$ cat src/adsr_pkg.sv
package adsr_pkg;

  localparam int unsigned RateW  = 4;
  localparam int unsigned LevelW = 8;
  localparam int unsigned PhaseW = 3;
  localparam int unsigned DivW   = 21;
  localparam int unsigned TblW   = 16;
  localparam int unsigned FacW   = 5;
  localparam int unsigned CfgIdxW = 3;

  localparam logic [PhaseW-1:0] PhIdle    = 3'd0;
  localparam logic [PhaseW-1:0] PhAttack  = 3'd1;
  localparam logic [PhaseW-1:0] PhDecay   = 3'd2;
  localparam logic [PhaseW-1:0] PhSustain = 3'd3;
  localparam logic [PhaseW-1:0] PhRelease = 3'd4;

  localparam logic [CfgIdxW-1:0] RegAttack  = 3'd0;
  localparam logic [CfgIdxW-1:0] RegDecay   = 3'd1;
  localparam logic [CfgIdxW-1:0] RegSustain = 3'd2;
  localparam logic [CfgIdxW-1:0] RegRelease = 3'd3;

  localparam logic [LevelW-1:0] LevelMax = 8'd255;
  localparam logic [DivW-1:0]   DivMax   = {DivW{1'b1}};

  typedef struct packed {
    logic [RateW-1:0] attack_rate;
    logic [RateW-1:0] decay_rate;
    logic [RateW-1:0] sustain_level;
    logic [RateW-1:0] release_rate;
  } adsr_cfg_t;

  // Tick count per level step for each rate setting.
  function automatic logic [TblW-1:0] rate_period(input logic [RateW-1:0] rate);
    logic [TblW-1:0] p;
    case (rate)
      4'd0:    p = 16'd9;
      4'd1:    p = 16'd32;
      4'd2:    p = 16'd63;
      4'd3:    p = 16'd95;
      4'd4:    p = 16'd149;
      4'd5:    p = 16'd220;
      4'd6:    p = 16'd267;
      4'd7:    p = 16'd313;
      4'd8:    p = 16'd392;
      4'd9:    p = 16'd977;
      4'd10:   p = 16'd1954;
      4'd11:   p = 16'd3126;
      4'd12:   p = 16'd6252;
      4'd13:   p = 16'd15625;
      4'd14:   p = 16'd31250;
      default: p = 16'd62500;
    endcase
    return p;
  endfunction

  // Piecewise exponential slow-down for falling phases, chosen by level.
  function automatic logic [FacW-1:0] exp_factor(input logic [LevelW-1:0] lvl);
    logic [FacW-1:0] f;
    if (lvl <= 8'd5)       f = 5'd30;
    else if (lvl <= 8'd13) f = 5'd16;
    else if (lvl <= 8'd25) f = 5'd8;
    else if (lvl <= 8'd53) f = 5'd4;
    else if (lvl <= 8'd92) f = 5'd2;
    else                   f = 5'd1;
    return f;
  endfunction

endpackage

$ cat src/adsr_envelope_generator.sv
// Output: a tick's result is registered and shown in the cycle after its acceptance.
// Throughput: one tick per cycle unless a held result stalls it; the envelope state
// advances in a single pass of table lookup, small multiply and divider compare.
// Reset: asynchronous, active low; clears the configuration and the envelope
// state to zero, phase idle, level zero, and leaves no result pending.
module adsr_envelope_generator (
  input  logic                         clk_i,
  input  logic                         rst_ni,
  input  logic                         cfg_we_i,
  input  logic [adsr_pkg::CfgIdxW-1:0] cfg_index_i,
  input  logic [adsr_pkg::RateW-1:0]   cfg_data_i,
  input  logic                         in_valid_i,
  output logic                         in_ready_o,
  input  logic                         gate_i,
  output logic                         out_valid_o,
  input  logic                         out_ready_i,
  output logic [adsr_pkg::LevelW-1:0]  env_level_o,
  output logic [adsr_pkg::PhaseW-1:0]  env_phase_o
);
  import adsr_pkg::*;

  // Configuration registers, written by index; unknown indexes are dropped.
  adsr_cfg_t cfg_q;

  always_ff @(posedge clk_i or negedge rst_ni) begin
    if (!rst_ni) begin
      cfg_q <= '0;
    end else if (cfg_we_i) begin
      case (cfg_index_i)
        RegAttack:  cfg_q.attack_rate   <= cfg_data_i;
        RegDecay:   cfg_q.decay_rate    <= cfg_data_i;
        RegSustain: cfg_q.sustain_level <= cfg_data_i;
        RegRelease: cfg_q.release_rate  <= cfg_data_i;
        default: ;
      endcase
    end
  end

  // Envelope state.
  logic              prev_gate_q, prev_gate_d;
  logic [PhaseW-1:0] phase_q, phase_d;
  logic [DivW-1:0]   div_q, div_d;
  logic [LevelW-1:0] level_q, level_d;

  // Result register; the output side is decoupled so a tick is taken whenever
  // the held result is leaving or there is none.
  logic              out_valid_q;
  logic [LevelW-1:0] out_level_q;
  logic [PhaseW-1:0] out_phase_q;

  logic accept;
  assign in_ready_o = !out_valid_q || out_ready_i;
  assign accept     = in_valid_i && in_ready_o;

  // Phase after the gate edge check; the step logic works from this phase.
  logic [PhaseW-1:0] phase_gate;
  always_comb begin
    phase_gate = phase_q;
    if (!prev_gate_q && gate_i)      phase_gate = PhAttack;
    else if (prev_gate_q && !gate_i) phase_gate = PhRelease;
  end

  // The threshold uses the level before this tick's step.
  logic [DivW-1:0] thresh;
  adsr_thresh u_thresh (
    .cfg_i    (cfg_q),
    .phase_i  (phase_gate),
    .level_i  (level_q),
    .thresh_o (thresh)
  );

  // The divider saturates instead of wrapping, then a step is due once it
  // reaches the threshold; it carries over across phase changes.
  logic [DivW-1:0]   div_inc;
  logic              step_due;
  logic [LevelW-1:0] sustain_target;

  assign div_inc        = (div_q != DivMax) ? div_q + DivW'(1) : div_q;
  assign step_due       = (div_inc >= thresh);
  assign sustain_target = {cfg_q.sustain_level, cfg_q.sustain_level};

  always_comb begin
    prev_gate_d = gate_i;
    phase_d     = phase_gate;
    div_d       = div_q;
    level_d     = level_q;
    case (phase_gate)
      PhAttack: begin
        div_d = step_due ? '0 : div_inc;
        if (step_due && level_q != LevelMax) level_d = level_q + LevelW'(1);
        if (level_d == LevelMax) phase_d = PhDecay;
      end
      PhDecay: begin
        // Decay keeps falling even if sustain was raised above the level;
        // it then rests at zero while still in decay.
        div_d = step_due ? '0 : div_inc;
        if (step_due && level_q != '0) level_d = level_q - LevelW'(1);
        if (level_d == sustain_target) phase_d = PhSustain;
      end
      PhSustain: begin
      end
      PhRelease: begin
        div_d = step_due ? '0 : div_inc;
        if (step_due && level_q != '0) level_d = level_q - LevelW'(1);
        if (level_d == '0) phase_d = PhIdle;
      end
      default: begin
        // Idle, and any unused code, pins the level at zero.
        phase_d = PhIdle;
        level_d = '0;
      end
    endcase
  end

  always_ff @(posedge clk_i or negedge rst_ni) begin
    if (!rst_ni) begin
      prev_gate_q <= 1'b0;
      phase_q     <= PhIdle;
      div_q       <= '0;
      level_q     <= '0;
    end else if (accept) begin
      prev_gate_q <= prev_gate_d;
      phase_q     <= phase_d;
      div_q       <= div_d;
      level_q     <= level_d;
    end
  end

  always_ff @(posedge clk_i or negedge rst_ni) begin
    if (!rst_ni) begin
      out_valid_q <= 1'b0;
    end else if (accept) begin
      out_valid_q <= 1'b1;
    end else if (out_ready_i) begin
      out_valid_q <= 1'b0;
    end
  end

  always_ff @(posedge clk_i) begin
    if (accept) begin
      out_level_q <= level_d;
      out_phase_q <= phase_d;
    end
  end

  assign out_valid_o = out_valid_q;
  assign env_level_o = out_level_q;
  assign env_phase_o = out_phase_q;

endmodule

$ cat src/adsr_thresh.sv
module adsr_thresh (
  input  adsr_pkg::adsr_cfg_t         cfg_i,
  input  logic [adsr_pkg::PhaseW-1:0] phase_i,
  input  logic [adsr_pkg::LevelW-1:0] level_i,
  output logic [adsr_pkg::DivW-1:0]   thresh_o
);
  import adsr_pkg::*;

  logic [RateW-1:0] rate;
  logic [FacW-1:0]  factor;

  always_comb begin
    case (phase_i)
      PhAttack: begin
        rate   = cfg_i.attack_rate;
        factor = FacW'(1);
      end
      PhDecay: begin
        rate   = cfg_i.decay_rate;
        factor = exp_factor(level_i);
      end
      default: begin
        rate   = cfg_i.release_rate;
        factor = exp_factor(level_i);
      end
    endcase
  end

  // Largest product is 62500 * 30, which fits the divider width.
  assign thresh_o = DivW'(rate_period(rate)) * DivW'(factor);

endmodule

$ cat config.mk
export PLATFORM = sky130hd
export DESIGN_NAME = adsr_envelope_generator
export DESIGN_NICKNAME = d
export VERILOG_FILES = /design/src/adsr_pkg.sv /design/src/adsr_envelope_generator.sv /design/src/adsr_thresh.sv
export SDC_FILE = /design/constraint.sdc
export NUM_CORES = 1
export LEC_CHECK = 0
export ABC_AREA = 1
export BUFFER_PORTS_ARGS = -buffer_cell sky130_fd_sc_hd__clkbuf_2
export CAP_MARGIN = 20
export CORE_MARGIN = 2
export CORE_UTILIZATION = 50
export CTS_BUF_LIST = sky130_fd_sc_hd__clkbuf_8
export DETAILED_ROUTE_END_ITERATION = 8
export GPL_TIMING_DRIVEN = 0
export PLACE_DENSITY = 0.69
export SYNTH_ARGS = -nofsm -noshare
export SYNTH_HDL_FRONTEND = slang
export SYNTH_HIERARCHICAL = 1
export SYNTH_SLANG_ARGS = --single-unit
$ cat constraint.sdc
create_clock -name clk_i -period 6.8 [get_ports clk_i]
set_input_delay 0.34 -clock clk_i [delete_from_list [all_inputs] [get_ports clk_i]]
set_output_delay 0.34 -clock clk_i [all_outputs]
set_load 0.005 [all_outputs]
==> key figures, run 1 <==
Run status
  – Status: complete, but fails checks
  – Failing checks: hold timing, setup timing

Timing
  – RSZ-0062 raised after global routing: true
  – Worst-margin pin slew: 1.035 ns
  – Final max-slew violation count: 0
  – Min Tclk post-route: 7.092 ns
  – Final setup viols: 41
  – Final Hold Fails: 3
  – TNS Setup: -4.757 ns
  – Fmax: 141.0 MHz
  – Max transition margin: 31.03%
  – PnR worst setup slack: -0.2925 ns
  – Setup Skew: 0.01302 ns
  – Period Utilization, post-route: 104.3%
  – Worst hold margin: -0.003462 ns

Setup path
  – Worst setup SP type: register
  – Max FO, Critical Path: 7
  – Worst R2R Setup Slack: -0.29 ns
  – Arrival time worst endpoint: 7.29 ns
  – Most frequent CP cell: nor2_4
  – Crit end category: register
  – Slowest stage delay, CP: 0.55 ns
  – WP data required: 7.00 ns
  – Critical path's slowest cell: fa_1
  – WS Path Type: register to register

Yosys
  – Synth top area cells: dfrtp_1, nand2_1, fa_1
  – Commonest cells in the netlist: nand2_1, inv_1, nor2_1, nand3_1, ha_1
  – Sequential fraction of the synthesis area: 21.05%
  – Distinct cells, synth: 47
  – EDFF count, synth: 11
  – Top FF cell, synth: dfrtp_1
  – Mean post-synth cell area: 6.781 sq um
  – Most common cell in the netlist: nand2_1
  – Net Count, Synth: 1226
  – Gate Count Post-Synth: 1108
  – Register bit total from synthesis: 61
  – Syn. warnings: 6
  – Yosys top cell area share: 16.65%
  – Post-synth ARST share: 81.97%
  – Synthesized area: 7513 sq um
  – Top cell type by total area after synthesis: dfrtp_1

CTS
  – Clock latency on the worst-skew pair: 0.37 ns
  – H-tree levels: 3
  – Clock-pin slew on the worst setup and hold paths: 0.08 ns
  – CTS tree: done
  – Clock Tree Root: clkbuf_8
  – Num CTS Buffers: 9
  – Clock Tree Buf Depth: 2
  – Clk sinks: 61

Finish
  – Antenna Cells: 0
  – Design Area, Final: 9948 sq um
  – FILL cells: 1146
  – Fraction of layout cells with a size suffix above 1: 29.86%
  – Nets: 1332
  – Area Overhead vs Synth: 32.41%

Route
  – DR WL met2: 10290 microns
  – Routed length on met1: 9543 microns
  – Routed Antenna Nets: 0
  – Vias per cell: 5.517
  – Routed length on met3: 1187 microns
  – Via count: 7740
  – Starting DRC count in detailed routing: 654
  – Drt total wl: 21630 microns
  – Top sig layer: met4
  – Initial DRT Pass Iterations: 6
  – WL/cell: 15.41 microns
  – # DRC: 0

Die
  – Die area: 16020 sq um
  – Initial core utilization: 51.50%
  – Num rows: 44
  – Die width: 126.6 microns
  – Core area: 14590 sq um
  – I/O pin cnt: 26
  – Die Y: 126.6 microns

Global route
  – Total GRT Usage: 27.04%
  – Largest net degree at the start of global routing: 27
  – Initial antenna violation count: 0
  – Number of global-route vias before repair: 7406
  – Total grt overflow: 0
  – First-pass GRT wire length: 35440 microns

Run
  – Max-cap violations: 0

Worst hold path
  – Hold crit path type: input pin to async pin

Placement
  – GPL Wtd Cong: 0.8849
  – Number of port buffers: 25
  – Post-DP HPWL: 14590 microns
  – Placed cell area: 7896 sq um
[per-stage QoR]
stage | cells | setup WS (ns) | utilization, %
after floorplan | 1108 | 0.005611 | -
after global placement | 1317 | -0.9769 | 53.95
after detailed placement | 1319 | -1.034 | 54.13
after CTS | 1389 | -0.03506 | 64.55
after global routing | 1403 | -0.6824 | 68.19
final | 1403 | -0.2925 | 68.19
[worst paths after layout]
kind / start / end / cells past startpoint
worst max-delay path: prev_gate_q$_DFFE_PN0P_ / phase_q[2]$_DFFE_PN0P_ / 46
worst min-delay path: rst_ni / level_q[1]$_DFFE_PN0P_ / 1
max in group asynchronous: rst_ni / div_q[15]$_DFFE_PN0P_ / 2
min in group clk_i: out_ready_i / out_valid_o$_DFFE_PN0P_ / 4
worst min register to register: cfg_q[15]$_DFFE_PN0P_ / cfg_q[15]$_DFFE_PN0P_ / 2
worst max register to register: prev_gate_q$_DFFE_PN0P_ / phase_q[2]$_DFFE_PN0P_ / 46
[layout make-up]
cell class | count | area [sq um] | area share (%)
plain buffers | 16 | 117.6 | 1.182
clock buffers | 9 | 123.9 | 1.245
clock inverters | 7 | 75.07 | 0.7546
inverters | 203 | 772.0 | 7.760
multi-input cells | 829 | 6275 | 63.07
flip-flops and latches | 61 | 1582 | 15.90
well taps | 184 | 230.2 | 2.314
repair buffers | 94 | 773.2 | 7.773
[cells by family after synthesis]
logic type / share of synthesized area, %
and+or+nand+nor: 32.97
buffers and inverters: 11.37
AOI/OAI and AO/OA: 9.659
adders and majority gates: 21.68
DFF: 21.05
xor gates and xnor gates: 3.264
[repair_timing]
action	4_1_cts	5_1_grt
gates resized for setup	206	117
setup endpoints to repair	43	43
setup buffers	51	15
hold buffers	0	0
hold endpoints to repair	0	0
cloned	3	1
pin swaps	122	50
[critical path, delay by kind of cell, from the launching register on]
family                     cells  cell delay [ns]
AOI/OAI and AO/OA              5             0.74
DFF                            1             0.43
adders and majority gates      6             2.21
and+or+nand+nor               25             2.66
buffers and inverters         10             0.86
[state kept, by name, indices dropped and copies added (netlist names)]
| signal | count |
|---|---|
| div_q | 21 |
| cfg_q | 16 |
| env_level_o | 8 |
| level_q | 8 |
| env_phase_o | 3 |
| phase_q | 3 |
| out_valid_o | 1 |
| prev_gate_q | 1 |
[layer usage]
metal	vias to the layer above	global-route usage [%]
met4	0	8.468
met2	276	44.32
li1	3738	-
met1	3673	36.85
met3	53	4.260
met5	-	0
[placed cells by master, fill, tap and decap left out, types with 17 or more instances in the layout]
master	n
o21ai_0	35
buf_4	47
ha_1	39
nand2_2	46
nor2_1	96
a21oi_1	17
buf_6	24
inv_1	182
fa_1	40
nor2_4	22
nand3_2	21
inv_2	20
nor2_2	28
nand4_1	17
dfrtp_1	50
clkbuf_2	25
nand3_1	57
ha_4	23
xor2_1	23
nand2_1	227
Power of run 1 is not shown: default switching activity piles up to over one toggle a cycle in this logic, so the estimate is an artifact.
==> inputs of run 2 (changes only) <==
--- a/config.mk
+++ b/config.mk
@@ -5,7 +5,6 @@
 export SDC_FILE = /design/constraint.sdc
 export NUM_CORES = 1
 export LEC_CHECK = 0
-export ABC_AREA = 1
 export BUFFER_PORTS_ARGS = -buffer_cell sky130_fd_sc_hd__clkbuf_2
 export CAP_MARGIN = 20
 export CORE_MARGIN = 2
==> run 2 against run 1 <==
Compared with the run above:
- the run ends with setup timing left
- via count shrank 6.3%
- register-to-register slack lost 0.95 ns
- die area increased by 1.6%
- largest cell class unchanged
- synthesized cell count decreased by 17%
==> key figures, run 2 <==
CTS
  – H-tree levels: 3 (unchanged)
  – CTS tree: done (unchanged)
  – Clock Tree Root: clkbuf_8 (unchanged)
  – Clock Tree Buf Depth: 2 (unchanged)
  – Clock-pin slew on the worst setup and hold paths: 0.08 ns (about the same)
  – Num CTS Buffers: 9 (unchanged)
  – Clk sinks: 61 (unchanged)
  – Clock latency on the worst-skew pair: 0.37 ns (about the same)

Setup path
  – Arrival time worst endpoint: 8.31 ns (was 7.29 ns)
  – Critical Path Sink: phase_q[2]$_DFFE_PN0P_ (unchanged)
  – Reg2Reg Launch Point: prev_gate_q$_DFFE_PN0P_ (unchanged)
  – Crit end category: register (unchanged)
  – Worst setup SP type: register (unchanged)
  – Critical path's slowest cell: fa_1 (unchanged)
  – Worst setup path startpoint: prev_gate_q$_DFFE_PN0P_ (unchanged)
  – Most frequent CP cell: fa_1 (was nor2_4)
  – Crit path max-delay family: adder cells (was simple AND/OR/NAND/NOR gates)
  – Critical R2R Capture: phase_q[2]$_DFFE_PN0P_ (unchanged)
  – Path depth of the worst reg2reg path: 34 (was 46)
  – Slowest stage delay, CP: 0.56 ns (was 0.55 ns)
  – Max FO, Critical Path: 8 (was 7)
  – CP Buf/Inv Count: 9 (was 10)
  – Worst R2R Setup Slack: -1.24 ns (was -0.29 ns)
  – WS Path Type: register to register (unchanged)
  – CP Depth: 34 (was 46)
  – WP data required: 7.07 ns (was 7.00 ns)

Yosys
  – Net Count, Synth: 1042 (was 1226)
  – Distinct cells, synth: 84 (was 47)
  – Syn. warnings: 6 (unchanged)
  – Post-synth ARST share: 81.97% (unchanged)
  – Synth top area cells: dfrtp_1, fa_1, ha_1 (was dfrtp_1, nand2_1, fa_1)
  – Top FF cell, synth: dfrtp_1 (unchanged)
  – Synthesized area: 7641 sq um (was 7513 sq um)
  – Most common cell in the netlist: nor2_1 (was nand2_1)
  – Sequential fraction of the synthesis area: 20.70% (was 21.05%)
  – Commonest cells in the netlist: nor2_1, inv_1, nand2_1, ha_1, dfrtp_1 (was nand2_1, inv_1, nor2_1, nand3_1, ha_1)
  – Top cell type by total area after synthesis: dfrtp_1 (unchanged)
  – Gate Count Post-Synth: 924 (was 1108)
  – EDFF count, synth: 11 (unchanged)
  – Mean post-synth cell area: 8.270 sq um (was 6.781 sq um)
  – Yosys top cell area share: 16.37% (was 16.65%)
  – Register bit total from synthesis: 61 (unchanged)

Die
  – Die width: 127.6 microns (was 126.6 microns)
  – Num rows: 45 (was 44)
  – Die Y: 127.6 microns (was 126.6 microns)
  – Core area: 15090 sq um (was 14590 sq um)
  – Initial core utilization: 50.64% (was 51.50%)
  – I/O pin cnt: 26 (unchanged)
  – Die area: 16290 sq um (was 16020 sq um)

Run status
  – Status: complete, but fails checks (unchanged)
  – Failing checks: setup timing (was hold timing, setup timing)

Route
  – Starting DRC count in detailed routing: 695 (was 654)
  – WL/cell: 17.51 microns (was 15.41 microns)
  – # DRC: 0 (unchanged)
  – Via count: 7255 (was 7740)
  – Drt total wl: 21260 microns (was 21630 microns)
  – Routed Antenna Nets: 0 (unchanged)
  – Initial DRT Pass Iterations: 5 (was 6)
  – Vias per cell: 5.976 (was 5.517)

Timing
  – PnR worst setup slack: -1.241 ns (was -0.2925 ns)
  – Fmax: 124.4 MHz (was 141.0 MHz)
  – Period Utilization, post-route: 118.2% (was 104.3%)
  – Setup Skew: 0.01358 ns (was 0.01302 ns)
  – Worst-margin pin slew: 0.9345 ns (was 1.035 ns)
  – Final max-slew violation count: 0 (unchanged)
  – Max transition margin: 37.17% (was 31.03%)
  – Final setup viols: 43 (was 41)
  – Final Hold Fails: 0 (was 3)
  – RSZ-0062 raised after global routing: true (unchanged)
  – Worst hold margin: 0.1784 ns (was -0.003462 ns)
  – Min Tclk post-route: 8.041 ns (was 7.092 ns)

Finish
  – Nets: 1139 (was 1332)
  – Fraction of layout cells with a size suffix above 1: 28.65% (was 29.86%)
  – Area Overhead vs Synth: 24.32% (was 32.41%)
  – FILL cells: 1303 (was 1146)
  – Largest register FFs: 21 (unchanged)
  – Commonest cells after routing, fill and taps aside: nor2_1, inv_1, nand2_1 (was nand2_1, inv_1, nor2_1)
  – Cell Count, Final, Fillers Out: 1214 (was 1403)
  – Largest Register: div_q (unchanged)
  – Commonest non-fill, non-tap cell in the layout: nor2_1 (was nand2_1)
  – Largest regs: div_q: 21 flops, cfg_q: 16 flops (unchanged)
  – Antenna Cells: 0 (unchanged)

Global route
  – Total GRT Usage: 26.39% (was 27.04%)
  – First-pass GRT wire length: 34580 microns (was 35440 microns)
  – Initial antenna violation count: 0 (unchanged)
  – Total grt overflow: 0 (unchanged)
  – Number of global-route vias before repair: 7075 (was 7406)
  – Largest net degree at the start of global routing: 31 (was 27)

Placement
  – Number of port buffers: 25 (unchanged)
  – Placed Cells: 1138 (was 1319)
  – Post-DP HPWL: 15340 microns (was 14590 microns)
  – GPL Wtd Cong: 0.9461 (was 0.8849)

Worst hold path
  – Hold crit path type: input pin to register (was input pin to async pin)
  – Worst Hold Launch: in_valid_i

Run
  – Max-cap violations: 0 (unchanged)
run 2: worst min path at each step:
stage,endpoint,cells past startpoint
2_1_floorplan,cfg_q[0]$_DFFE_PN0P_,0
3_3_place_gp,cfg_q[9]$_DFFE_PN0P_,1
3_5_place_dp,cfg_q[14]$_DFFE_PN0P_,1
4_1_cts,out_valid_o$_DFFE_PN0P_,2
5_1_grt,out_valid_o$_DFFE_PN0P_,2
6_report,out_valid_o$_DFFE_PN0P_,2
run 2: final cells by class:
cell class,instances,area [sq um],area share [%]
clock inverters,7,73.82,0.7771
repair buffers,89,684.4,7.205
inverters,95,376.6,3.965
clock buffers,9,123.9,1.304
plain buffers,33,222.7,2.345
multi-input cells,732,6200,65.27
flip-flops and latches,61,1583,16.66
well taps,188,235.2,2.476
run 2: worst register-to-register path, delay by kind of cell, from the launching register on:
kind | cells | cell delay, ns
xor+xnor | 1 | 0.15
simple gates | 6 | 1.38
buf+inv | 9 | 1.10
mux | 1 | 0.29
fa+ha+maj | 6 | 2.34
compound gates | 11 | 2.22
flops | 1 | 0.44
run 2: cells by family (layout without fill, tap and decap cells):
kind of cell | count (synthesis) | in the layout | share of synthesized area, %
fa+ha+maj | 105 | 105 | 21.32
compound gates | 216 | 217 | 19.94
flops | 61 | 61 | 20.70
xor+xnor | 44 | 44 | 5.043
buf+inv | 132 | 233 | 7.008
mux | 36 | 36 | 5.174
simple gates | 330 | 330 | 20.81
run 2: per-stage QoR:
stage          setup TNS [ns]  worst slack [ns]  cell area, sq um  utilization (%)
6_report               -43.42            -1.241              9499            62.95
5_1_grt                -57.54            -1.539              9499            62.95
4_1_cts                -44.69            -1.242              9107            60.36
3_5_place_dp           -79.47            -2.214              8427            55.85
3_3_place_gp           -78.05            -2.189              8407            55.71
2_1_floorplan          -22.97           -0.7930              8046                -
run 2: repair_timing:
item | 4_1_cts | 5_1_grt
hold endpoints to repair | 20 | 0
cloned | 1 | 1
setup buffers | 34 | 27
pin swaps | 40 | 36
hold buffers | 1 | 0
resized for setup | 53 | 49
endpoints found under the setup margin | 43 | 43
run 2: layer usage:
| metal | vias to the layer above | routed length [microns] | track usage [%] |
|---|---|---|---|
| met5 | - | 0 | 0 |
| met4 | 0 | 595 | 9.632 |
| met3 | 49 | 1170 | 4.816 |
| met2 | 257 | 10200 | 44.32 |
| met1 | 3508 | 9289 | 34.08 |
| li1 | 3441 | - | - |
Power of run 2 is left out for the same reason.
